==> config.mk <==
export PLATFORM = sky130hd
export DESIGN_NAME = fdld_combine
export DESIGN_NICKNAME = d
export VERILOG_FILES = /design/src/hdl/fdld_pkg.sv /design/src/hdl/fdld_combine.sv
export SDC_FILE = /design/constraint.sdc
export NUM_CORES = 1
export LEC_CHECK = 0
export ABC_AREA = 1
export BUFFER_PORTS_ARGS = -buffer_cell sky130_fd_sc_hd__clkbuf_2
export CELL_PAD_IN_SITES_DETAIL_PLACEMENT = 1
export CELL_PAD_IN_SITES_GLOBAL_PLACEMENT = 1
export CORE_ASPECT_RATIO = 0.9
export CORE_MARGIN = 1.5
export CORE_UTILIZATION = 38
export CTS_CLUSTER_SIZE = 12
export DETAILED_ROUTE_END_ITERATION = 16
export PLACE_DENSITY_LB_ADDON = 0.25
export SLEW_MARGIN = 20
export SYNTH_ARGS = -nofsm -noshare
export SYNTH_HDL_FRONTEND = slang
export SYNTH_SLANG_ARGS = --single-unit
==> constraint.sdc <==
create_clock -name clk -period 2 [get_ports clk]
set_input_delay 0.1 -clock clk [delete_from_list [all_inputs] [get_ports clk]]
set_output_delay 0.1 -clock clk [all_outputs]
set_load 0.01 [all_outputs]
==> src/hdl/fdld_pkg.sv <==
// Shared types, constants and the stencil decoder for the line derivative block.
// No dependencies; every other file in hdl/ imports this package.
package fdld_pkg;

	localparam int SAMPLE_BITS  = 32;
	localparam int MAX_LINE     = 65535;
	localparam int STENCIL_TAPS = 5;

	// Configuration register indexes.
	localparam logic [2:0] REG_ORDER    = 3'd0;
	localparam logic [2:0] REG_PERIODIC = 3'd1;
	localparam logic [2:0] REG_COMBINE  = 3'd2;
	localparam logic [2:0] REG_SCALE    = 3'd3;
	localparam logic [2:0] REG_LENGTH   = 3'd4;

	// Combine modes; the unused code behaves as a plain write.
	localparam logic [1:0] MODE_WRITE = 2'd0;
	localparam logic [1:0] MODE_ADD   = 2'd1;
	localparam logic [1:0] MODE_SUB   = 2'd2;

	// Largest scaled magnitude, 2^40.
	localparam logic [49:0] R_LIMIT = 50'd1 << 40;

	typedef struct packed {
		logic signed [31:0] sample;
		logic signed [31:0] prior_out;
	} item_t;

	typedef struct packed {
		logic signed [31:0] value;
		logic        [15:0] position;
		logic               last_of_run;
		logic               error;
	} result_t;

	typedef struct packed {
		logic        order_select;
		logic        periodic;
		logic [1:0]  combine_mode;
		logic [31:0] scale;
		logic [15:0] line_length;
	} cfg_t;

	localparam cfg_t CFG_RESET = '{
		order_select: 1'b1,
		periodic:     1'b0,
		combine_mode: MODE_WRITE,
		scale:        32'd65536,
		line_length:  16'd64
	};

	// One stencil evaluation; each kind fixes operands, weights, prior and position.
	typedef enum logic [3:0] {
		KIND_ERR,
		KIND_E2L,
		KIND_C2,
		KIND_E2R,
		KIND_P2A,
		KIND_P2B,
		KIND_E4L0,
		KIND_E4L1,
		KIND_C4,
		KIND_E4R0,
		KIND_E4R1,
		KIND_P4A,
		KIND_P4B,
		KIND_P4C,
		KIND_P4D
	} job_kind_t;

	typedef struct packed {
		logic signed [31:0] prior;
		logic        [15:0] pos;
		logic               err;
		logic               last;
	} meta_t;

	typedef struct packed {
		logic [4:0][31:0] x;
		logic [4:0][6:0]  w;
		meta_t            meta;
	} job_t;

	typedef struct packed {
		logic signed [39:0] num;
		meta_t              meta;
	} sum_t;

	typedef struct packed {
		logic [40:0] r;
		logic        neg;
		meta_t       meta;
	} mag_t;

	// Maps a stencil kind onto five weighted operands taken from the sample
	// window (index 0 newest), the head samples and the prior values.
	function automatic job_t build_job(
		job_kind_t        kind,
		logic [4:0][31:0] sw,
		logic [3:0][31:0] hs,
		logic [2:0][31:0] pw,
		logic [1:0][31:0] hp,
		logic [15:0]      k
	);
		job_t j;
		j = '0;
		j.meta.pos = k;
		unique case (kind)
			KIND_ERR: begin
				j.meta.err = 1'b1;
			end
			KIND_E2L: begin
				j.x[0] = sw[2]; j.w[0] = 7'(-3);
				j.x[1] = sw[1]; j.w[1] = 7'(4);
				j.x[2] = sw[0]; j.w[2] = 7'(-1);
				j.meta.prior = hp[0];
				j.meta.pos = 16'd0;
			end
			KIND_C2: begin
				j.x[0] = sw[0]; j.w[0] = 7'(1);
				j.x[1] = sw[2]; j.w[1] = 7'(-1);
				j.meta.prior = pw[1];
				j.meta.pos = k - 16'd1;
			end
			KIND_E2R: begin
				j.x[0] = sw[0]; j.w[0] = 7'(3);
				j.x[1] = sw[1]; j.w[1] = 7'(-4);
				j.x[2] = sw[2]; j.w[2] = 7'(1);
				j.meta.prior = pw[0];
			end
			KIND_P2A: begin
				j.x[0] = hs[0]; j.w[0] = 7'(1);
				j.x[1] = sw[1]; j.w[1] = 7'(-1);
				j.meta.prior = pw[0];
			end
			KIND_P2B: begin
				j.x[0] = hs[1]; j.w[0] = 7'(1);
				j.x[1] = sw[0]; j.w[1] = 7'(-1);
				j.meta.prior = hp[0];
				j.meta.pos = 16'd0;
			end
			KIND_E4L0: begin
				j.x = sw;
				j.w[0] = 7'(-3); j.w[1] = 7'(16); j.w[2] = 7'(-36);
				j.w[3] = 7'(48); j.w[4] = 7'(-25);
				j.meta.prior = hp[0];
				j.meta.pos = 16'd0;
			end
			KIND_E4L1: begin
				j.x = sw;
				j.w[0] = 7'(1); j.w[1] = 7'(-6); j.w[2] = 7'(18);
				j.w[3] = 7'(-10); j.w[4] = 7'(-3);
				j.meta.prior = hp[1];
				j.meta.pos = 16'd1;
			end
			KIND_C4: begin
				j.x[0] = sw[0]; j.w[0] = 7'(-1);
				j.x[1] = sw[1]; j.w[1] = 7'(8);
				j.x[2] = sw[3]; j.w[2] = 7'(-8);
				j.x[3] = sw[4]; j.w[3] = 7'(1);
				j.meta.prior = pw[2];
				j.meta.pos = k - 16'd2;
			end
			KIND_E4R0: begin
				j.x = sw;
				j.w[0] = 7'(3); j.w[1] = 7'(10); j.w[2] = 7'(-18);
				j.w[3] = 7'(6); j.w[4] = 7'(-1);
				j.meta.prior = pw[1];
				j.meta.pos = k - 16'd1;
			end
			KIND_E4R1: begin
				j.x = sw;
				j.w[0] = 7'(25); j.w[1] = 7'(-48); j.w[2] = 7'(36);
				j.w[3] = 7'(-16); j.w[4] = 7'(3);
				j.meta.prior = pw[0];
			end
			KIND_P4A: begin
				j.x[0] = hs[0]; j.w[0] = 7'(-1);
				j.x[1] = sw[0]; j.w[1] = 7'(8);
				j.x[2] = sw[2]; j.w[2] = 7'(-8);
				j.x[3] = sw[3]; j.w[3] = 7'(1);
				j.meta.prior = pw[1];
				j.meta.pos = k - 16'd1;
			end
			KIND_P4B: begin
				j.x[0] = hs[1]; j.w[0] = 7'(-1);
				j.x[1] = hs[0]; j.w[1] = 7'(8);
				j.x[2] = sw[1]; j.w[2] = 7'(-8);
				j.x[3] = sw[2]; j.w[3] = 7'(1);
				j.meta.prior = pw[0];
			end
			KIND_P4C: begin
				j.x[0] = hs[2]; j.w[0] = 7'(-1);
				j.x[1] = hs[1]; j.w[1] = 7'(8);
				j.x[2] = sw[0]; j.w[2] = 7'(-8);
				j.x[3] = sw[1]; j.w[3] = 7'(1);
				j.meta.prior = hp[0];
				j.meta.pos = 16'd0;
			end
			KIND_P4D: begin
				j.x[0] = hs[3]; j.w[0] = 7'(-1);
				j.x[1] = hs[2]; j.w[1] = 7'(8);
				j.x[2] = hs[0]; j.w[2] = 7'(-8);
				j.x[3] = sw[0]; j.w[3] = 7'(1);
				j.meta.prior = hp[1];
				j.meta.pos = 16'd1;
			end
			default: begin
				j.meta.err = 1'b1;
			end
		endcase
		return j;
	endfunction

endpackage

==> src/hdl/fdld_combine.sv <==
// Combine with the prior output, saturate to 32 bits and hold the result
// in the output register. Depends on fdld_pkg.
module fdld_combine (
	input  logic              clk,
	input  logic              arst_n,
	input  logic [1:0]        combine_mode,
	input  logic              in_valid,
	output logic              in_ready,
	input  fdld_pkg::mag_t    in_mag,
	output logic              result_valid,
	input  logic              result_stall,
	output fdld_pkg::result_t result
);
	import fdld_pkg::*;

	logic    v_s7;
	result_t res_s7;
	result_t res_d;

	assign in_ready = !v_s7 || !result_stall;
	assign result_valid = v_s7;
	assign result = res_s7;

	// Subtracting the magnitude covers a negative derivative in add mode and
	// a positive one in subtract mode.
	always_comb begin
		logic signed [42:0] base;
		logic signed [42:0] mag_ext;
		logic signed [42:0] total;
		logic               use_prior;
		logic               sub;
		use_prior = (combine_mode == MODE_ADD) || (combine_mode == MODE_SUB);
		sub = in_mag.neg ^ (combine_mode == MODE_SUB);
		base = use_prior ? 43'(in_mag.meta.prior) : '0;
		mag_ext = $signed({2'b00, in_mag.r});
		total = sub ? (base - mag_ext) : (base + mag_ext);
		if (in_mag.meta.err) begin
			res_d.value = '0;
		end else if (total > 43'sd2147483647) begin
			res_d.value = 32'sh7FFF_FFFF;
		end else if (total < -43'sd2147483648) begin
			res_d.value = 32'sh8000_0000;
		end else begin
			res_d.value = total[31:0];
		end
		res_d.position = in_mag.meta.pos;
		res_d.last_of_run = in_mag.meta.last;
		res_d.error = in_mag.meta.err;
	end

	always_ff @(posedge clk or negedge arst_n) begin
		if (!arst_n) begin
			v_s7 <= 1'b0;
		end else if (in_ready) begin
			v_s7 <= in_valid;
		end
	end

	always_ff @(posedge clk) begin
		if (in_ready) begin
			res_s7 <= res_d;
		end
	end

endmodule

==> results of run 1 <==
==> per-layer routing <==
layer	part of all wire, %	wire length, µm	vias up	track usage [%]
met4	6.8	2730	0	11.5
met3	7.2	2860	218	2.53
met2	49	19400	622	56.6
met1	37	14900	4785	38.6
met5	0	0	-	0
li1	-	-	4336	-
==> through the flow <==
stage               setup WS, ps  setup TNS (ps)  power [mW]
floorplan                  -1380          -43510        3.71
CTS                        -1910          -60060        6.85
global placement           -2220          -70450        5.48
detailed placement         -2510          -77830        5.68
global route               -2470          -75190        8.35
finish                     -2230          -69510        8.04
==> path summary, 6_finish.rpt <==
kind / startpoint / end / slack [ps] / cells past startpoint
worst min-delay path: in_mag[15] / result[15]$_DFFE_PP_ / -5 / 1
worst max register to register: result_valid$_DFFE_PN0P_ / result[13]$_DFFE_PP_ / 920 / 2
worst min register to register: result_valid$_DFFE_PN0P_ / result_valid$_DFFE_PN0P_ / 790 / 3
max in group asynchronous: arst_n / result_valid$_DFFE_PN0P_ / 1780 / 2
min in group asynchronous: arst_n / result_valid$_DFFE_PN0P_ / 130 / 2
worst max-delay path: in_mag[53] / result[23]$_SDFFCE_PP0P_ / -2230 / 26
==> Yosys cell counts, types with 4 or more instances <==
| cell | n |
|---|---|
| nand3_1 | 48 |
| clkbuf_1 | 9 |
| nand2_2 | 4 |
| ha_1 | 44 |
| nor4_1 | 6 |
| nand2_1 | 400 |
| nor3_1 | 6 |
| inv_1 | 214 |
| o21ai_0 | 8 |
| nand3_2 | 5 |
| nand4_1 | 12 |
| a31oi_1 | 11 |
| xor2_1 | 46 |
| nor2_2 | 5 |
| xnor2_1 | 22 |
| o21bai_1 | 4 |
| a21oi_1 | 58 |
| edfxtp_1 | 50 |
| a21oi_2 | 4 |
| o31ai_1 | 5 |
| nor2_1 | 147 |
==> repair_timing <==
item | 4_1_cts | 5_1_grt
buffers inserted | 8 | 14
hold buffers | 14 | 2
gates resized for setup | 54 | 169
hold endpoints to repair | 14 | 2
endpoints found under the setup margin | 32 | 32
pin swaps | 35 | 86
gates cloned | 2 | 4
==> final cells by class <==
type                    count  share of cell area (%)
repair buffers            421                    27.4
inverters                 217                    7.52
well taps                 240                    2.69
clock buffers               5                    1.12
clock inverters             2                   0.336
flip-flops and latches     51                    13.7
multi-input cells         855                    47.3
==> critical path, delay by kind of cell <==
kind | cells | cell delay, ps
compound gates | 2 | 420
xor+xnor | 1 | 140
fa+ha+maj | 1 | 400
buf+inv | 3 | 450
simple gates | 19 | 2820
==> cells by family after synthesis <==
group	after synthesis	share of synthesized area (%)
buffers and inverters	232	13.3
DFF	51	22.5
AOI/OAI and AO/OA	93	7.72
and+or+nand+nor	645	39.1
xor gates and xnor gates	69	9.01
adders and majority gates	45	8.40
==> sequential cells by signal, indices dropped and copies added, names as in the netlist <==
register and cells:
result 50, result_valid 1
==> where the power goes <==
group	internal [mW]	total, mW	leakage (nW)	switching, mW
sequential	1.37	1.44	0.527	0.0631
combinational	2.25	5.61	5.48	3.36
clock	0.584	0.993	0.0759	0.408
total	4.21	8.04	6.08	3.83
==> flow_summary.toml, run 1 <==
[floorplan]
start_util_pct = 38.7
design.die.area_mm2 = 0.0187
die_x_um = 144
die_y_um = 130
rows = 46
core_area_mm2 = 0.0176
io_pins = 150

[routing]
viasPerCell = 5.56
via_count = 9961
routedWlPerCell_um = 22.3
drc = 0
drt-initial-drc-count = 773
antenna_left = 0
drt_first_pass_iters = 6
routed_wl_um = 39900

[status]
outcome = "finished, violations left"
violations = "negative hold slack, negative setup slack"

[yosys]
netlist_area_mm2 = 0.00679
ys_ff_latch = 51
synth_fp_nets = 1278
syn_area_per_cell_um2 = 5.98
synth-edff-count = 50
synth-seq-area-share_pct = 22.5
yosysTopAreaCell = "edfxtp_1"
synthFlopType = "edfxtp_1"
synthArstFlopShare_pct = 1.96
synth_cells = 1135
synth_cell_types = 37
synth_top_area_share_pct = 22.1
synthTopCellsByArea = "edfxtp_1 (22%), nand2_1 (22%), inv_1 (12%)"
ys_warn_count = 0

[finish]
nFillCells = 2317
layout_commonest_cell = "nand2_1"
most-common-layout-cells = "nand2_1 (343), buf_4 (235), inv_1 (205)"
antenna_cells = 0
multi_input_area_mm2 = 0.00528
design_area_mm2 = 0.0112
ff_latch_area_mm2 = 0.00153
drive_gt1_share_pct = 39.3
fin_cells = 1791
area_growth_syn_to_layout_pct = 64.4
fin_util_pct = 63.6
nets = 1694

[global_routing]
grt_remaining_overflow = 0
grt_pass1_vias = 9076
grt_pass1_wl_um = 45000
grt.total_usage_pct = 31.2
antenna_found_initial = 0
grt_start_max_net_pins = 53

[worst_setup_path]
cpMostUsedCell = "nand2_1"
max_stage_delay_ps = 400
endpoint_kind = "register"
critPathKind = "input port to register"
startpoint_type = "input port"
crit_fanout = 7
crit_slowest_cell = "ha_1"
required_ps = 2130
worstPathArrival_ps = 4360

[timing]
finalMaxSlewViolations = 0
fin_skew_ps = 10.9
tightest_slew_ps = 870
relSlewSlack_pct = 42.0
rsz0062_at_grt = "yes"
setup_violations = 32
period_needed_ps = 4230
fin_ws_ps = -2230
timing.final.crit_share_pct = 212
max_clock_freq_ghz = 0.236
fin_hold_ws_ps = -4.77
hold_viol_final = 1

[placed_design]
placedInstanceArea_mm2 = 0.00966
gp_congestion = 0.928
hpwl_um = 24100
numPortBuffers = 149
dp.cells = 1740

[cts]
cts_tree = "built"
htreeDepth = 2
cts_root_buffer = "clkbuf_16"
clock-sinks = 51
clock_latency_ps = 300
clockBufferDepth = 2
path_clk_slew_ps = 70
cts_buffers = 5

[power_and_ir_drop]
ir_worst_vdd_mv = 0.398
power_density_mw_per_mm2 = 720
leakage_nw = 6.08

[run]
max_cap_violations = 0

[hold_path]
hold_class = "input port to register"
(Power assumes the default switching activity.)
==> inputs of run 2 (changes only) <==
--- a/config.mk
+++ b/config.mk
@@ -5,13 +5,12 @@
 export SDC_FILE = /design/constraint.sdc
 export NUM_CORES = 1
 export LEC_CHECK = 0
-export ABC_AREA = 1
 export BUFFER_PORTS_ARGS = -buffer_cell sky130_fd_sc_hd__clkbuf_2
 export CELL_PAD_IN_SITES_DETAIL_PLACEMENT = 1
 export CELL_PAD_IN_SITES_GLOBAL_PLACEMENT = 1
 export CORE_ASPECT_RATIO = 0.9
 export CORE_MARGIN = 1.5
-export CORE_UTILIZATION = 38
+export CORE_UTILIZATION = 40
 export CTS_CLUSTER_SIZE = 12
 export DETAILED_ROUTE_END_ITERATION = 16
 export PLACE_DENSITY_LB_ADDON = 0.25
==> run 2 against run 1 <==
Critical path type unchanged. Flip-flop and latch count is the same. Largest power group unchanged. The flow finishes with violations (negative setup slack). Non-clock buffer count grew 10. Global-route usage grew 5.5 points. Routed wire length shrank 14%. Largest cell class unchanged. Synthesized cell count shrank 41%.
==> flow_summary.toml, run 2 <==
[status]
outcome = "finished, violations left"
violations = "negative setup slack"

[global_routing]
grt.total_usage_pct = 36.7
grt_pass1_vias = 7691
grt_start_max_net_pins = 32
grt_pass1_wl_um = 42300
grt_remaining_overflow = 0
antenna_found_initial = 1

[timing]
fin_skew_ps = 12.0
setup_violations = 32
hold_viol_final = 0
setup_tns_ps = -98940
relSlewSlack_pct = 58.5
finalMaxSlewViolations = 0
max_clock_freq_ghz = 0.193
period_needed_ps = 5180
timing.final.crit_share_pct = 259
fin_ws_ps = -3180
fin_hold_ws_ps = 61.0
rsz0062_at_grt = "yes"
tightest_slew_ps = 622

[yosys]
synth-seq-area-share_pct = 26.4
netlist_area_mm2 = 0.00577
synth_cell_types = 67
synth_cells = 673
synthArstFlopShare_pct = 1.96
synth_top_area_share_pct = 26.0
yosysMostFrequentCell = "nand2_1"
ys_warn_count = 0
synthTopCellsByArea = "edfxtp_1 (26%), ha_1 (9.5%), xnor2_1 (6.5%)"
synth_fp_nets = 816
yosys-top-cells-count = "nand2_1 (66), a21oi_1 (61), edfxtp_1 (50)"
synthFlopType = "edfxtp_1"
syn_area_per_cell_um2 = 8.58
ys_ff_latch = 51
yosysTopAreaCell = "edfxtp_1"
synth-edff-count = 50

[power_and_ir_drop]
total_power_mw = 8.11
clkPwrFrac_pct = 14.5
pwr-share-comb_pct = 65.8
switchingPower_mw = 3.64
ir_worst_vdd_mv = 0.711
p_seq_share_pct = 19.6
p_int_mw = 4.47
swShare_pct = 44.9
leakage_nw = 4.35
power_density_mw_per_mm2 = 854

[routing]
drt_first_pass_iters = 6
routed_wl_um = 34100
antenna_left = 0
viasPerCell = 6.20
drc = 0
via_count = 7887
routedWlPerCell_um = 26.8
drt-initial-drc-count = 827

[worst_setup_path]
required_ps = 2100
r2r_cells = 2
r2r-end = "result[25]$_SDFFCE_PP0P_"
worstPathArrival_ps = 5290
cp-startpoint = "in_mag[60]"
cpMostUsedCell = "buf_4"
cp_num_buf_inv = 6
endpoint = "result[36]$_SDFFCE_PP0P_"
crit_cells = 25
crit_fanout = 23
startpoint_type = "input port"
crit_slowest_cell = "or3_4"
reg2reg_slack_ps = 570
critPathKind = "input port to register"
crit_family = "simple AND/OR/NAND/NOR gates"
endpoint_kind = "register"
r2r-start = "result_valid$_DFFE_PN0P_"
max_stage_delay_ps = 400

[cts]
cts_tree = "built"
clock_latency_ps = 310
clockBufferDepth = 2
path_clk_slew_ps = 80
htreeDepth = 2
cts_buffers = 5
cts_root_buffer = "clkbuf_16"
clock-sinks = 51

[placed_design]
placedInstanceArea_mm2 = 0.00853
dp.cells = 1220
place_ws_ps = -3250
hpwl_um = 19600
gp_congestion = 0.919
numPortBuffers = 149

[finish]
nFillCells = 1683
drive_gt1_share_pct = 47.6
design_area_mm2 = 0.00950
fin_cells = 1273
multi_input_area_mm2 = 0.00443
layout_commonest_cell = "buf_4"
most-common-layout-cells = "buf_4 (248), clkbuf_2 (147), nand2_1 (65)"
largest_reg_flops = 50
fin_util_pct = 67.6
area_growth_syn_to_layout_pct = 64.6
nets = 1221
ff_latch_area_mm2 = 0.00153

[hold_path]
hold_class = "input port to register"

[floorplan]
die_x_um = 130
rows = 41
start_util_pct = 41.1
io_pins = 150
core_area_mm2 = 0.0141
design.die.area_mm2 = 0.0152
die_y_um = 117

[run]
max_cap_violations = 0
## run 2: changes by cell type after synthesis, moves of 14 or more
cell / change
a21o_1: +14
inv_1: -198
o31ai_2: +28
nor2_1: -100
nand3_1: -30
clkbuf_1: +15
xnor2_1: +21
nor2b_1: +33
o21ai_0: +26
nand2_1: -334
## run 2: final cells by class
class,instances,share of cell area [%]
multi-input combinational,573,46.6
timing repair buffer,431,32.1
sequential,51,16.1
tap,193,2.54
clock buffer,5,1.32
clock inverter,3,0.711
inverter,16,0.632
antenna,1,0.0263
## run 2: worst reg2reg max path, delay by kind of cell, from the launching register on
kind | cells | cell delay [ps]
buffers and inverters | 1 | 310
flip-flops | 1 | 420
AND/OR/NAND/NOR | 1 | 420
## run 2: power groups by stage
| stage | clock, mW | combinational (mW) | sequential (mW) |
|---|---|---|---|
| after global placement | 0 | 4.08 | 1.54 |
| final | 1.18 | 5.34 | 1.59 |
| after floorplan | 0 | 2.14 | 1.65 |
| after CTS | 1.10 | 4.67 | 1.55 |
| after global routing | 1.20 | 5.53 | 1.60 |
| after detailed placement | 0 | 4.29 | 1.56 |
## run 2: worst min-delay path by stage
stage                          from                       end  slack [ps]  cells past startpoint
after floorplan              arst_n  result_valid$_DFFE_PN0P_        -200                      0
after global placement       arst_n  result_valid$_DFFE_PN0P_        -130                      1
after detailed placement     arst_n  result_valid$_DFFE_PN0P_        -120                      1
after CTS                 in_mag[6]       result[6]$_DFFE_PP_           1                      1
after global routing       in_valid  result_valid$_DFFE_PN0P_          60                      2
final                      in_valid  result_valid$_DFFE_PN0P_          60                      2
## run 2: cell families (layout without fill, tap and decap cells)
group,after synthesis,after routing,share of synthesized area (%)
AND/OR/NAND/NOR,238,238,21.2
AO/OA/AOI/OAI,209,209,26.0
XOR/XNOR,79,79,12.2
flip-flops,51,51,26.4
buffers and inverters,49,455,3.88
adder cells (fa/ha/maj),45,45,9.88
multiplexers,2,2,0.368
other,0,1,0
## run 2: repair_timing
item	in CTS	in global routing
gates resized for setup	42	35
endpoints found under the setup margin	32	32
pin swaps	14	5
buffers inserted	20	4
hold buffers	16	2
hold endpoints to repair	16	2
cloned	2	1
## run 2: per-layer routing
metal	vias up	routed length (µm)	track usage (%)
li1	3325	-	-
met1	3785	13000	46.4
met2	573	15600	64.1
met3	202	3320	5.18
met4	2	2240	13.1
met5	-	11	0
