**src/hdl/fdld_pkg.sv**
```systemverilog
// Shared types, constants and the stencil decoder for the line derivative block.
// No dependencies; every other file in hdl/ imports this package.
package fdld_pkg;

	localparam int SAMPLE_BITS  = 32;
	localparam int MAX_LINE     = 65535;
	localparam int STENCIL_TAPS = 5;

	// Configuration register indexes.
	localparam logic [2:0] REG_ORDER    = 3'd0;
	localparam logic [2:0] REG_PERIODIC = 3'd1;
	localparam logic [2:0] REG_COMBINE  = 3'd2;
	localparam logic [2:0] REG_SCALE    = 3'd3;
	localparam logic [2:0] REG_LENGTH   = 3'd4;

	// Combine modes; the unused code behaves as a plain write.
	localparam logic [1:0] MODE_WRITE = 2'd0;
	localparam logic [1:0] MODE_ADD   = 2'd1;
	localparam logic [1:0] MODE_SUB   = 2'd2;

	// Largest scaled magnitude, 2^40.
	localparam logic [49:0] R_LIMIT = 50'd1 << 40;

	typedef struct packed {
		logic signed [31:0] sample;
		logic signed [31:0] prior_out;
	} item_t;

	typedef struct packed {
		logic signed [31:0] value;
		logic        [15:0] position;
		logic               last_of_run;
		logic               error;
	} result_t;

	typedef struct packed {
		logic        order_select;
		logic        periodic;
		logic [1:0]  combine_mode;
		logic [31:0] scale;
		logic [15:0] line_length;
	} cfg_t;

	localparam cfg_t CFG_RESET = '{
		order_select: 1'b1,
		periodic:     1'b0,
		combine_mode: MODE_WRITE,
		scale:        32'd65536,
		line_length:  16'd64
	};

	// One stencil evaluation; each kind fixes operands, weights, prior and position.
	typedef enum logic [3:0] {
		KIND_ERR,
		KIND_E2L,
		KIND_C2,
		KIND_E2R,
		KIND_P2A,
		KIND_P2B,
		KIND_E4L0,
		KIND_E4L1,
		KIND_C4,
		KIND_E4R0,
		KIND_E4R1,
		KIND_P4A,
		KIND_P4B,
		KIND_P4C,
		KIND_P4D
	} job_kind_t;

	typedef struct packed {
		logic signed [31:0] prior;
		logic        [15:0] pos;
		logic               err;
		logic               last;
	} meta_t;

	typedef struct packed {
		logic [4:0][31:0] x;
		logic [4:0][6:0]  w;
		meta_t            meta;
	} job_t;

	typedef struct packed {
		logic signed [39:0] num;
		meta_t              meta;
	} sum_t;

	typedef struct packed {
		logic [40:0] r;
		logic        neg;
		meta_t       meta;
	} mag_t;

	// Maps a stencil kind onto five weighted operands taken from the sample
	// window (index 0 newest), the head samples and the prior values.
	function automatic job_t build_job(
		job_kind_t        kind,
		logic [4:0][31:0] sw,
		logic [3:0][31:0] hs,
		logic [2:0][31:0] pw,
		logic [1:0][31:0] hp,
		logic [15:0]      k
	);
		job_t j;
		j = '0;
		j.meta.pos = k;
		unique case (kind)
			KIND_ERR: begin
				j.meta.err = 1'b1;
			end
			KIND_E2L: begin
				j.x[0] = sw[2]; j.w[0] = 7'(-3);
				j.x[1] = sw[1]; j.w[1] = 7'(4);
				j.x[2] = sw[0]; j.w[2] = 7'(-1);
				j.meta.prior = hp[0];
				j.meta.pos = 16'd0;
			end
			KIND_C2: begin
				j.x[0] = sw[0]; j.w[0] = 7'(1);
				j.x[1] = sw[2]; j.w[1] = 7'(-1);
				j.meta.prior = pw[1];
				j.meta.pos = k - 16'd1;
			end
			KIND_E2R: begin
				j.x[0] = sw[0]; j.w[0] = 7'(3);
				j.x[1] = sw[1]; j.w[1] = 7'(-4);
				j.x[2] = sw[2]; j.w[2] = 7'(1);
				j.meta.prior = pw[0];
			end
			KIND_P2A: begin
				j.x[0] = hs[0]; j.w[0] = 7'(1);
				j.x[1] = sw[1]; j.w[1] = 7'(-1);
				j.meta.prior = pw[0];
			end
			KIND_P2B: begin
				j.x[0] = hs[1]; j.w[0] = 7'(1);
				j.x[1] = sw[0]; j.w[1] = 7'(-1);
				j.meta.prior = hp[0];
				j.meta.pos = 16'd0;
			end
			KIND_E4L0: begin
				j.x = sw;
				j.w[0] = 7'(-3); j.w[1] = 7'(16); j.w[2] = 7'(-36);
				j.w[3] = 7'(48); j.w[4] = 7'(-25);
				j.meta.prior = hp[0];
				j.meta.pos = 16'd0;
			end
			KIND_E4L1: begin
				j.x = sw;
				j.w[0] = 7'(1); j.w[1] = 7'(-6); j.w[2] = 7'(18);
				j.w[3] = 7'(-10); j.w[4] = 7'(-3);
				j.meta.prior = hp[1];
				j.meta.pos = 16'd1;
			end
			KIND_C4: begin
				j.x[0] = sw[0]; j.w[0] = 7'(-1);
				j.x[1] = sw[1]; j.w[1] = 7'(8);
				j.x[2] = sw[3]; j.w[2] = 7'(-8);
				j.x[3] = sw[4]; j.w[3] = 7'(1);
				j.meta.prior = pw[2];
				j.meta.pos = k - 16'd2;
			end
			KIND_E4R0: begin
				j.x = sw;
				j.w[0] = 7'(3); j.w[1] = 7'(10); j.w[2] = 7'(-18);
				j.w[3] = 7'(6); j.w[4] = 7'(-1);
				j.meta.prior = pw[1];
				j.meta.pos = k - 16'd1;
			end
			KIND_E4R1: begin
				j.x = sw;
				j.w[0] = 7'(25); j.w[1] = 7'(-48); j.w[2] = 7'(36);
				j.w[3] = 7'(-16); j.w[4] = 7'(3);
				j.meta.prior = pw[0];
			end
			KIND_P4A: begin
				j.x[0] = hs[0]; j.w[0] = 7'(-1);
				j.x[1] = sw[0]; j.w[1] = 7'(8);
				j.x[2] = sw[2]; j.w[2] = 7'(-8);
				j.x[3] = sw[3]; j.w[3] = 7'(1);
				j.meta.prior = pw[1];
				j.meta.pos = k - 16'd1;
			end
			KIND_P4B: begin
				j.x[0] = hs[1]; j.w[0] = 7'(-1);
				j.x[1] = hs[0]; j.w[1] = 7'(8);
				j.x[2] = sw[1]; j.w[2] = 7'(-8);
				j.x[3] = sw[2]; j.w[3] = 7'(1);
				j.meta.prior = pw[0];
			end
			KIND_P4C: begin
				j.x[0] = hs[2]; j.w[0] = 7'(-1);
				j.x[1] = hs[1]; j.w[1] = 7'(8);
				j.x[2] = sw[0]; j.w[2] = 7'(-8);
				j.x[3] = sw[1]; j.w[3] = 7'(1);
				j.meta.prior = hp[0];
				j.meta.pos = 16'd0;
			end
			KIND_P4D: begin
				j.x[0] = hs[3]; j.w[0] = 7'(-1);
				j.x[1] = hs[2]; j.w[1] = 7'(8);
				j.x[2] = hs[0]; j.w[2] = 7'(-8);
				j.x[3] = sw[0]; j.w[3] = 7'(1);
				j.meta.prior = hp[1];
				j.meta.pos = 16'd1;
			end
			default: begin
				j.meta.err = 1'b1;
			end
		endcase
		return j;
	endfunction

endpackage

```
**src/hdl/fdld_regs.sv**
```systemverilog
// Configuration register file for the line derivative block.
// Depends on fdld_pkg for the register indexes, reset values and cfg_t.
module fdld_regs (
	input  logic           clk,
	input  logic           arst_n,
	input  logic           cfg_valid,
	output logic           cfg_ready,
	input  logic [2:0]     cfg_index,
	input  logic [31:0]    cfg_data,
	output fdld_pkg::cfg_t cfg
);
	import fdld_pkg::*;

	cfg_t cfg_q;

	assign cfg_ready = 1'b1;
	assign cfg = cfg_q;

	always_ff @(posedge clk or negedge arst_n) begin
		if (!arst_n) begin
			cfg_q <= CFG_RESET;
		end else if (cfg_valid && cfg_ready) begin
			unique case (cfg_index)
				REG_ORDER:    cfg_q.order_select <= cfg_data[0];
				REG_PERIODIC: cfg_q.periodic     <= cfg_data[0];
				REG_COMBINE:  cfg_q.combine_mode <= cfg_data[1:0];
				REG_SCALE:    cfg_q.scale        <= cfg_data;
				REG_LENGTH:   cfg_q.line_length  <= cfg_data[15:0];
				default: begin
				end
			endcase
		end
	end

endmodule

```
**config.mk**
```make
export PLATFORM = sky130hd
export DESIGN_NAME = fdld_regs
export DESIGN_NICKNAME = d
export VERILOG_FILES = /design/src/hdl/fdld_pkg.sv /design/src/hdl/fdld_regs.sv
export SDC_FILE = /design/constraint.sdc
export NUM_CORES = 1
export LEC_CHECK = 0
export ABC_AREA = 0
export BUFFER_PORTS_ARGS = -buffer_cell sky130_fd_sc_hd__buf_4
export CORE_UTILIZATION = 35
export CTS_CLUSTER_SIZE = 24
export DETAILED_ROUTE_END_ITERATION = 10
export GPL_ROUTABILITY_DRIVEN = 0
export SLEW_MARGIN = 15
export SYNTH_ARGS = -nofsm -noshare
export SYNTH_HDL_FRONTEND = slang
export SYNTH_SLANG_ARGS = --single-unit
```
**constraint.sdc**
```tcl
create_clock -name clk -period 0.8 [get_ports clk]
set_input_delay 0.08 -clock clk [delete_from_list [all_inputs] [get_ports clk]]
set_output_delay 0.08 -clock clk [all_outputs]
set_load 0.02 [all_outputs]
```
==> results of run 1 <==
where the power goes:
group	total, mW	internal, mW	switching (mW)
Clock	1.77	0.929	0.836
Combinational	3.77	2.36	1.42
Sequential	3.72	3.24	0.484
how the worst max path moves through the flow:
stage,start,end,slack (ns),cells after the start
2_1_floorplan,cfg_index[1],cfg[10],-0.23,4
3_3_place_gp,cfg_index[1],cfg[3],-0.35,4
3_5_place_dp,cfg_index[1],cfg[4],-0.37,4
4_1_cts,cfg[51],cfg[51],-0.25,1
5_1_grt,cfg[51],cfg[51],-0.27,1
6_report,cfg[32],cfg[32],-0.24,1
repair_timing:
item | 4_1_cts | 5_1_grt
endpoints found under the setup margin | 86 | 101
endpoints found under the hold margin | 56 | 6
pin swaps | 2 | 1
hold buffers | 8 | 6
buffers inserted | 18 | 4
cloned | 2 | 1
resized for setup | 80 | 43
layout make-up:
| type | count | area (um^2) | share of cell area |
|---|---|---|---|
| Tap cell | 72 | 90.1 | 0.0239 |
| Clock buffer | 6 | 72.6 | 0.0192 |
| Sequential cell | 52 | 1310 | 0.347 |
| Clock inverter | 2 | 35.0 | 0.00929 |
| Timing Repair Buffer | 135 | 1420 | 0.376 |
| Multi-Input combinational cell | 58 | 848 | 0.225 |
per-layer routing:
layer  vias to the layer above  global-route usage
li1                        676                   -
met1                       758               0.211
met2                        62               0.286
met3                         6              0.0698
met4                         0              0.0444
met5                         -                   0
synthesized netlist by cell type (all sizes together):
master,instances,share of area
dfrtp,49,0.60
nor4b,1,0.0043
conb,1,0.0018
and4bb,2,0.012
nor4bb,1,0.0049
mux2,52,0.31
dfstp,3,0.039
nand4b,1,0.0043
buf,6,0.024
kinds of logic (layout without fill, tap and decap cells):
logic type / Yosys count / count (layout) / share of synthesized area
multiplexers: 52 / 52 / 0.306
flip-flops: 52 / 52 / 0.642
other: 1 / 1 / 0.00184
AND/OR/NAND/NOR: 5 / 5 / 0.0258
buffers and inverters: 6 / 143 / 0.0240
==> results.md, run 1 <==
* Clock transition at the registers of the reported paths at 0.10 ns
* Static leakage power at 1.89 nW
* Worst VDD drop at 1.55 mV
* Met2 routed WL at 2.77 mm
* Mapped Avg Cell Area at 17.5 um^2
* Overall Power at 9.26 mW
* Met1 wire length at 2.25 mm
* Worst-path fanout max at 2
* Die height at 78.2 um
* Number of pins exceeding their max-slew limit in the final report at 0
* Depth of the CTS H-tree at 2
* Min-Delay Path Class: input pin to flip-flop
* Worst clock skew at 0 ns
* Start of the worst register-to-register path: cfg[13]
* FILL cells at 394
* Remaining number of nets flagged by the antenna check after routing at 0
* Post-DP HPWL at 3.36 mm
* Final hold slack at 0.0146 ns
* Fin Setup TNS at -9.28 ns
* Total of flip-flops plus latches after synthesis at 52
* Peak per-stage delay on the critical path at 0.55 ns
* Area of placed instances at 2850 um^2
* Commonest non-fill, non-tap cells in the layout: 73 x buf_6, 46 x mux2_4, 46 x dfrtp_1
* Number of violations of the max-capacitance limit at 0
* Cell family with the largest share of critical-path delay: flip-flops
* Clock tree from TritonCTS: built
* Slowest CP cell: dfstp_2
* Number of failing hold endpoints at the final stage at 0
* Number of top-level pins at 91
* Count of input and output buffers at 89
* PD cells at 2460 nW/um^2
* Root buffer cell: clkbuf_8
* Fraction of final layout cells with drive strength greater than 1 at 0.751
* Synthesized netlist cell count at 116
* Hold Crit Endpoint: cfg[31]
* Post-synth cell types at 14
* Violations in the final reports: negative setup slack
* RR Endpoint: cfg[13]
* Antenna violations before repair at 0
* Critical Path Sink Type: primary output
* Post-route cell area at 3770 um^2
* Drt wl/cell at 16.8 um
* Minimum period implied by the final worst setup slack at 1.04 ns
* Cell Count, Final, Fillers Out at 325
* Diodes inserted at 0
* Synthesized area at 2030 um^2
* Number of placed cells counting well taps at 279
* Critical path type: flip-flop to primary output
* Routed vias/inst at 4.62
* TritonCTS Buffers at 5
* Number of clock sinks seen by CTS at 52
* Final worst setup slack at -0.243 ns
* Worst Hold Path Cells at 2
* Number of rows in the core area at 27
* First-pass iteration count of the detailed router at 3
* Worst reg-to-reg path cell count at 2
* Most common cell after layout, fill and taps aside: buf_6
* Detailed Route WL at 5.46 mm
* Buffers & Inverters on Critical Path at 1
* Setup-failing EPs final at 95
* Placeable core region at 5540 um^2
* Crit path launch type: flip-flop
* Post-synthesis sequential area ratio at 0.642
* Largest net degree at the start of global routing at 53
* Count of unresolved DRC violations after routing at 0
* Cell breakdown of the critical path: buf_6
* F_max at 959 MHz
* Status: complete, but fails checks
* Die outline area at 6120 um^2
* Top layer in use: met4
* Count of nets after finishing at 290
* Total global routing overflow at 0
* Synthesis-to-layout area growth at 85.5%
* Hold_sp: cfg_data[15]
* Number of flip-flops in the largest register at 52
* Post-synthesis net count at 154
* Deepest clock path buffer count at 2
* Starting density of the core at 0.367
* Detailed-routed wire length on met3 at 403 um
* Wire length of the first global-routing pass at 8.07 mm
* Fin crit share at 1.30
* Number of violations reported at the end of detailed-routing iteration 0 at 28
* RSZ-0062 raised after global routing: true
* Global Route Usage Sum at 0.174
* Register-to-register setup slack at -0.11 ns
* Final cell utilization of the core at 0.681
* Warning count from the yosys run at 0
* Data required time of the worst path at 0.72 ns
* Die width at 78.2 um
* Worst skew pair latency at 0.29 ns
* Worst Setup Slack post-DPL at -0.373 ns
* Arr. time, crit path at 0.96 ns
* Number of global-route vias before repair at 1619
* Total via count after detailed routing at 1502
(Power assumes the default switching activity.)
==> run 2, diff against run 1 <==
--- a/config.mk
+++ b/config.mk
@@ -7,10 +7,11 @@
 export LEC_CHECK = 0
 export ABC_AREA = 0
 export BUFFER_PORTS_ARGS = -buffer_cell sky130_fd_sc_hd__buf_4
-export CORE_UTILIZATION = 35
+export CORE_UTILIZATION = 42
 export CTS_CLUSTER_SIZE = 24
 export DETAILED_ROUTE_END_ITERATION = 10
 export GPL_ROUTABILITY_DRIVEN = 0
+export PLACE_DENSITY = 0.75
 export SLEW_MARGIN = 15
 export SYNTH_ARGS = -nofsm -noshare
 export SYNTH_HDL_FRONTEND = slang
==> run 2 against run 1 <==
The run still ends with negative setup slack left. Clock power is essentially flat. Register-to-register slack lost 0.02 ns. Maximum frequency shrank 0.34%. Critical endpoint is now cfg[6].
==> results.md, run 2 (same netlist as run 1, synthesis figures left out) <==
* Status: complete, but fails checks
* Violations in the final reports: negative setup slack
* Worst Hold Path Cells at 2 (unchanged)
* Worst-path fanout max at 2 (unchanged)
* Total global routing overflow at 0 (unchanged)
* Worst skew pair latency at 0.30 ns (about the same)
* Placeable core region at 4500 um^2 (-19%)
* Fraction of final layout cells with drive strength greater than 1 at 0.777 (+0.0263)
* Commonest non-fill, non-tap cells in the layout: 67 x buf_6, 46 x dfrtp_1, 42 x buf_4
* First-pass iteration count of the detailed router at 4 (+1)
* Crit path launch type: flip-flop
* Detailed Route WL at 4.97 mm (-9.0%)
* Clock tree from TritonCTS: built
* Overall Power at 9.02 mW (-2.6%)
* Fin Setup TNS at -8.50 ns (+0.784 ns)
* Number of failing hold endpoints at the final stage at 0 (unchanged)
* Buffers & Inverters on Critical Path at 1 (unchanged)
* Global Route Usage Sum at 0.198 (+0.0241)
* Peak per-stage delay on the critical path at 0.56 ns (about the same)
* Number of rows in the core area at 24 (-11%)
* Number of flip-flops in the largest register at 52 (unchanged)
* Count of unresolved DRC violations after routing at 0 (unchanged)
* Fin crit share at 1.31 (+0.00451)
* Synthesis-to-layout area growth at 71.5%
* Register-to-register setup slack at -0.13 ns (-0.02 ns)
* PD cells at 2590 nW/um^2 (+5.4%)
* Total via count after detailed routing at 1421 (-5.4%)
* Die width at 71.6 um (-8.5%)
* Drt wl/cell at 17.1 um (+2.0%)
* Count of nets after finishing at 275 (-5.2%)
* Number of global-route vias before repair at 1563 (-3.5%)
* Min-Delay Path Class: input pin to flip-flop
* Post-DP HPWL at 3.13 mm (-6.7%)
* Deepest clock path buffer count at 2 (unchanged)
* Final worst setup slack at -0.246 ns (-0.00360 ns)
* Starting density of the core at 0.451 (+0.0844)
* Clock transition at the registers of the reported paths at 0.09 ns (about the same)
* Hold Crit Endpoint: cfg[45]
* F_max at 956 MHz (-0.34%)
* Most common cell after layout, fill and taps aside: buf_6
* Final cell utilization of the core at 0.774 (+0.0933)
* Worst clock skew at 0 ns (unchanged)
* RR Endpoint: cfg[0]
* Die outline area at 5120 um^2 (-16%)
* Arr. time, crit path at 0.97 ns (about the same)
* Number of violations reported at the end of detailed-routing iteration 0 at 72 (+160%)
* Cell breakdown of the critical path: buf_6
* Critical path type: flip-flop to primary output
* Data required time of the worst path at 0.72 ns (about the same)
* Worst reg-to-reg path cell count at 2 (unchanged)
* Remaining number of nets flagged by the antenna check after routing at 0 (unchanged)
* Minimum period implied by the final worst setup slack at 1.05 ns (+0.00361 ns)
* Antenna violations before repair at 0 (unchanged)
* Count of input and output buffers at 89 (unchanged)
* Start of the worst register-to-register path: cfg[0]
* Cell family with the largest share of critical-path delay: flip-flops
* Critical Path Sink Type: primary output
* Largest net degree at the start of global routing at 33 (-38%)
* Number of violations of the max-capacitance limit at 0 (unchanged)
* Slowest CP cell: dfstp_2
* Wire length of the first global-routing pass at 7.75 mm (-3.9%)
* Worst Setup Slack post-DPL at -0.381 ns (-0.00783 ns)
* Routed vias/inst at 4.90 (+6.0%)
* TritonCTS Buffers at 5 (unchanged)
* Number of pins exceeding their max-slew limit in the final report at 0 (unchanged)
* Depth of the CTS H-tree at 2 (unchanged)
* Final hold slack at 0.00425 ns (-0.0104 ns)
* Static leakage power at 1.70 nW (-10%)
* RSZ-0062 raised after global routing: true
* Worst VDD drop at 1.74 mV (+12%)
* Number of clock sinks seen by CTS at 52 (unchanged)
* Root buffer cell: clkbuf_8
* Diodes inserted at 0 (unchanged)
* Setup-failing EPs final at 70 (-26%)
* Hold_sp: cfg_data[29]
* Number of top-level pins at 91 (unchanged)
* Die height at 71.6 um (-8.5%)
-- run 2: changes by cell type in the layout (fill, tap and decap cells not counted), sizes merged --
| cell | change |
|---|---|
| buf | -5 |
| clkbuf | -2 |
| dlygate4sd3 | -9 |
| clkinvlp | +1 |
-- run 2: power breakdown --
part           switching, mW  internal [mW]  leakage (nW)
registers              0.472           3.24         0.616
clock network          0.858          0.926        0.0541
logic                   1.38           2.15          1.03
-- run 2: worst max path at each step --
stage	start	endpoint	slack [ns]	depth (start not counted)
CTS	cfg[51]	cfg[51]	-0.25	1
finish	cfg[6]	cfg[6]	-0.25	1
global placement	cfg_index[1]	cfg[3]	-0.35	4
detailed placement	cfg_index[1]	cfg[15]	-0.38	4
global route	cfg[51]	cfg[51]	-0.28	1
floorplan	cfg_index[1]	cfg[10]	-0.23	4
-- run 2: through the flow --
| step | cells | instance area [um^2] |
|---|---|---|
| after global routing | 290 | 3490 |
| after detailed placement | 258 | 2830 |
| after CTS | 282 | 3340 |
| after global placement | 258 | 2830 |
| final | 290 | 3490 |
| after floorplan | 116 | 2080 |
-- run 2: timing repair --
| item | in CTS | in global routing |
|---|---|---|
| hold buffers | 3 | 2 |
| cloned | 1 | 0 |
| resized for setup | 65 | 25 |
| buffers inserted | 12 | 8 |
| hold endpoints to repair | 52 | 3 |
| pin swaps | 1 | 1 |
| setup endpoints to repair | 65 | 79 |
-- run 2: routing by layer --
metal / part of all wire / vias to the layer above / global-route usage
li1: - / 646 / -
met5: 0 / - / 0
met1: 0.43 / 703 / 0.264
met3: 0.070 / 4 / 0.0563
met2: 0.49 / 68 / 0.324
met4: 0.0054 / 0 / 0.0458
-- run 2: final cells by class --
type	count	area (um^2)
repair buffers	120	1240
flip-flops and latches	52	1310
fillers	245	1020
clock buffers	5	68.8
multi-input cells	58	757
clock inverters	3	42.5
well taps	52	65.1
-- run 2: worst reg2reg max path: stages (launching register included) --
cell	delay (ns)
dfrtp_1	0.42
buf_4	0.15
mux2_4	0.26
==> run 3, diff against run 2 <==
--- a/config.mk
+++ b/config.mk
@@ -7,11 +7,11 @@
 export LEC_CHECK = 0
 export ABC_AREA = 0
 export BUFFER_PORTS_ARGS = -buffer_cell sky130_fd_sc_hd__buf_4
-export CORE_UTILIZATION = 42
+export CORE_UTILIZATION = 46
 export CTS_CLUSTER_SIZE = 24
 export DETAILED_ROUTE_END_ITERATION = 10
 export GPL_ROUTABILITY_DRIVEN = 0
-export PLACE_DENSITY = 0.75
+export PLACE_DENSITY = 0.78
 export SLEW_MARGIN = 15
 export SYNTH_ARGS = -nofsm -noshare
 export SYNTH_HDL_FRONTEND = slang
==> constraint.sdc (replaced) <==
create_clock -name clk -period 1.2 [get_ports clk]
set_input_delay 0.12 -clock clk [delete_from_list [all_inputs] [get_ports clk]]
set_output_delay 0.12 -clock clk [all_outputs]
set_load 0.02 [all_outputs]
==> run 3 against run 2 <==
The flow now finishes without violations. Setup slack better by 0.35 ns. Clock skew is the same. Utilization shrank 7.3 points. Critical endpoint unchanged.
==> results.md, run 3 (same netlist as run 1, synthesis figures left out) <==
* Cell family with the largest share of critical-path delay: flip-flops
* FILL cells at 294 (+20%)
* GR met1 Demand/Resource at 0.228 (-0.0360)
* Diodes inserted at 0 (unchanged)
* Number of pins exceeding their max-slew limit in the final report at 0 (unchanged)
* Final worst setup slack at 0.101 ns (+0.348 ns)
* Die outline area at 4690 um^2 (-8.4%)
* Largest net degree at the start of global routing at 53 (+61%)
* Global routing usage on met3 at 0.0750 (+0.0187)
* Setup-failing EPs final at 0 (-100%)
* Fraction of final layout cells with drive strength greater than 1 at 0.741 (-0.0367)
* Number of failing hold endpoints at the final stage at 0 (unchanged)
* Post-DP HPWL at 3.16 mm (+0.97%)
* TritonCTS Buffers at 5 (unchanged)
* Area taken by multi-input logic gates at 679 um^2 (-10%)
* Count of unresolved DRC violations after routing at 0 (unchanged)
* Fraction of met2 tracks used by global routing at 0.335 (+0.0107)
* Count of nets after finishing at 249 (-9.5%)
* Clock transition at the registers of the reported paths at 0.09 ns (about the same)
* First-pass iteration count of the detailed router at 4 (unchanged)
* Worst clock skew at 0 ns (unchanged)
* Post-route cell area at 2890 um^2 (-17%)
* Number of flip-flops in the largest register at 52 (unchanged)
* Number of violations of the max-capacitance limit at 0 (unchanged)
* Number of rows in the core area at 23 (-4.2%)
* Most common cell after layout, fill and taps aside: buf_4
* Cell Count, Final, Fillers Out at 262 (-9.7%)
* Deepest clock path buffer count at 2 (unchanged)
* Area of placed instances at 2780 um^2 (-1.8%)
* Peak per-stage delay on the critical path at 0.55 ns (about the same)
* Worst slew margin at 0.575
* Critical Path Sink Type: primary output
* Root buffer cell: clkbuf_8
* Clock tree from TritonCTS: built
* RSZ-0062 raised after global routing: false
* Die width at 68.5 um (-4.3%)
* Depth of the CTS H-tree at 2 (unchanged)
* Sequential cell area at 1310 um^2 (-0.29%)
* Routed vias/inst at 5.02 (+2.4%)
* Crit path launch type: flip-flop
* Arr. time, crit path at 0.98 ns (about the same)
* Die height at 68.5 um (-4.3%)
* Starting density of the core at 0.494 (+0.0427)
* Fin crit share at 0.915
* Number of top-level pins at 91 (unchanged)
* Remaining number of nets flagged by the antenna check after routing at 0 (unchanged)
* Resize count post-CTS at 0 (-100%)
* Synthesis-to-layout area growth at 41.9%
* Count of input and output buffers at 89 (unchanged)
* Worst VDD drop at 1.15 mV (-34%)
* Total via count after detailed routing at 1315 (-7.5%)
* Number of violations reported at the end of detailed-routing iteration 0 at 57 (-21%)
* F_max at 910 MHz
* Slew at the pin with the worst max-slew slack at 0.638 ns
* Placeable core region at 4120 um^2 (-8.6%)
* Static leakage power at 1.41 nW (-17%)
* Data required time of the worst path at 1.08 ns (+0.36 ns)
* Global Route Usage Sum at 0.198 (about the same)
* Status: completed
* Antenna violations before repair at 0 (unchanged)
* Slowest CP cell: dfstp_2
* Minimum period implied by the final worst setup slack at 1.10 ns
* Commonest non-fill, non-tap cells in the layout: 90 x buf_4, 49 x dfrtp_1, 42 x mux2_2
* Critical path type: flip-flop to primary output
* Number of placed cells counting well taps at 253 (-1.9%)
* Min-Delay Path Class: input pin to flip-flop
* Worst Setup Slack post-DPL at -0.0526 ns (+0.328 ns)
* Routing layer with the top usage in global route: met2
* Worst skew pair latency at 0.30 ns (about the same)
* Worst-path fanout max at 2 (unchanged)
* Number of global-route vias before repair at 1382 (-12%)
* PD cells at 1770 nW/um^2 (-32%)
* Detailed Route WL at 4.23 mm (-15%)
* Cell breakdown of the critical path: buf_4
* Number of clock sinks seen by CTS at 52 (unchanged)
* Drt wl/cell at 16.1 um (-5.8%)
* Total global routing overflow at 0 (unchanged)
* Wire length of the first global-routing pass at 6.53 mm (-16%)
* Buffers & Inverters on Critical Path at 1 (unchanged)
[run 3: changes by cell type in the layout (fill, tap and decap cells not counted), sizes merged]
cell	before	now
clkbuf	5	6
buf	115	93
dlygate4sd3	4	1
clkinv	1	2
dlymetal6s4s	1	0
clkinvlp	1	0
bufinv	1	0
[run 3: final cells by class]
cell class                 instances  share of cell area
sequential                        52               0.452
timing repair buffer              94               0.258
multi-input combinational         58               0.235
clock buffer                       6              0.0286
tap                               50              0.0217
clock inverter                     2             0.00347
[run 3: worst paths after layout]
path	from	endpoint	slack (ns)	cells past startpoint
max	cfg[6]	cfg[6]	0.10	1
max reg2reg	cfg[36]	cfg[36]	0.41	1
min in group asynchronous	arst_n	cfg[28]	0.39	2
min	cfg_data[22]	cfg[38]	0.04	2
max in group asynchronous	arst_n	cfg[34]	0.38	2
min reg2reg	cfg[3]	cfg[3]	0.51	1
[run 3: metal layers]
metal  part of all wire  wire length [um]  vias to the layer above
li1                   -                 -                      600
met1               0.39              1660                      639
met2               0.49              2080                       68
met3              0.098               415                        8
met4              0.018                76                        0
met5                  0                 0                        -
[run 3: timing repair]
item | in CTS | in global routing
setup buffers | 0 | 0
hold buffers | 1 | 0
endpoints found under the hold margin | 49 | 0
[run 3: through the flow]
stage          hold slack (ns)  power (mW)  TNS (ns)   util
6_report                0.0448        5.11         0  0.701
5_1_grt                 0.0327        5.37         0  0.701
3_3_place_gp             0.170        4.09         0  0.676
3_5_place_dp             0.192        4.16    -0.160  0.676
4_1_cts                 0.0405        5.17         0  0.701
2_1_floorplan           -0.176        3.27         0      -
[run 3: power breakdown]
group	total [mW]	internal, mW	switching (mW)
Combinational	1.74	0.898	0.840
Sequential	2.37	2.15	0.216
Clock	1.00	0.461	0.542
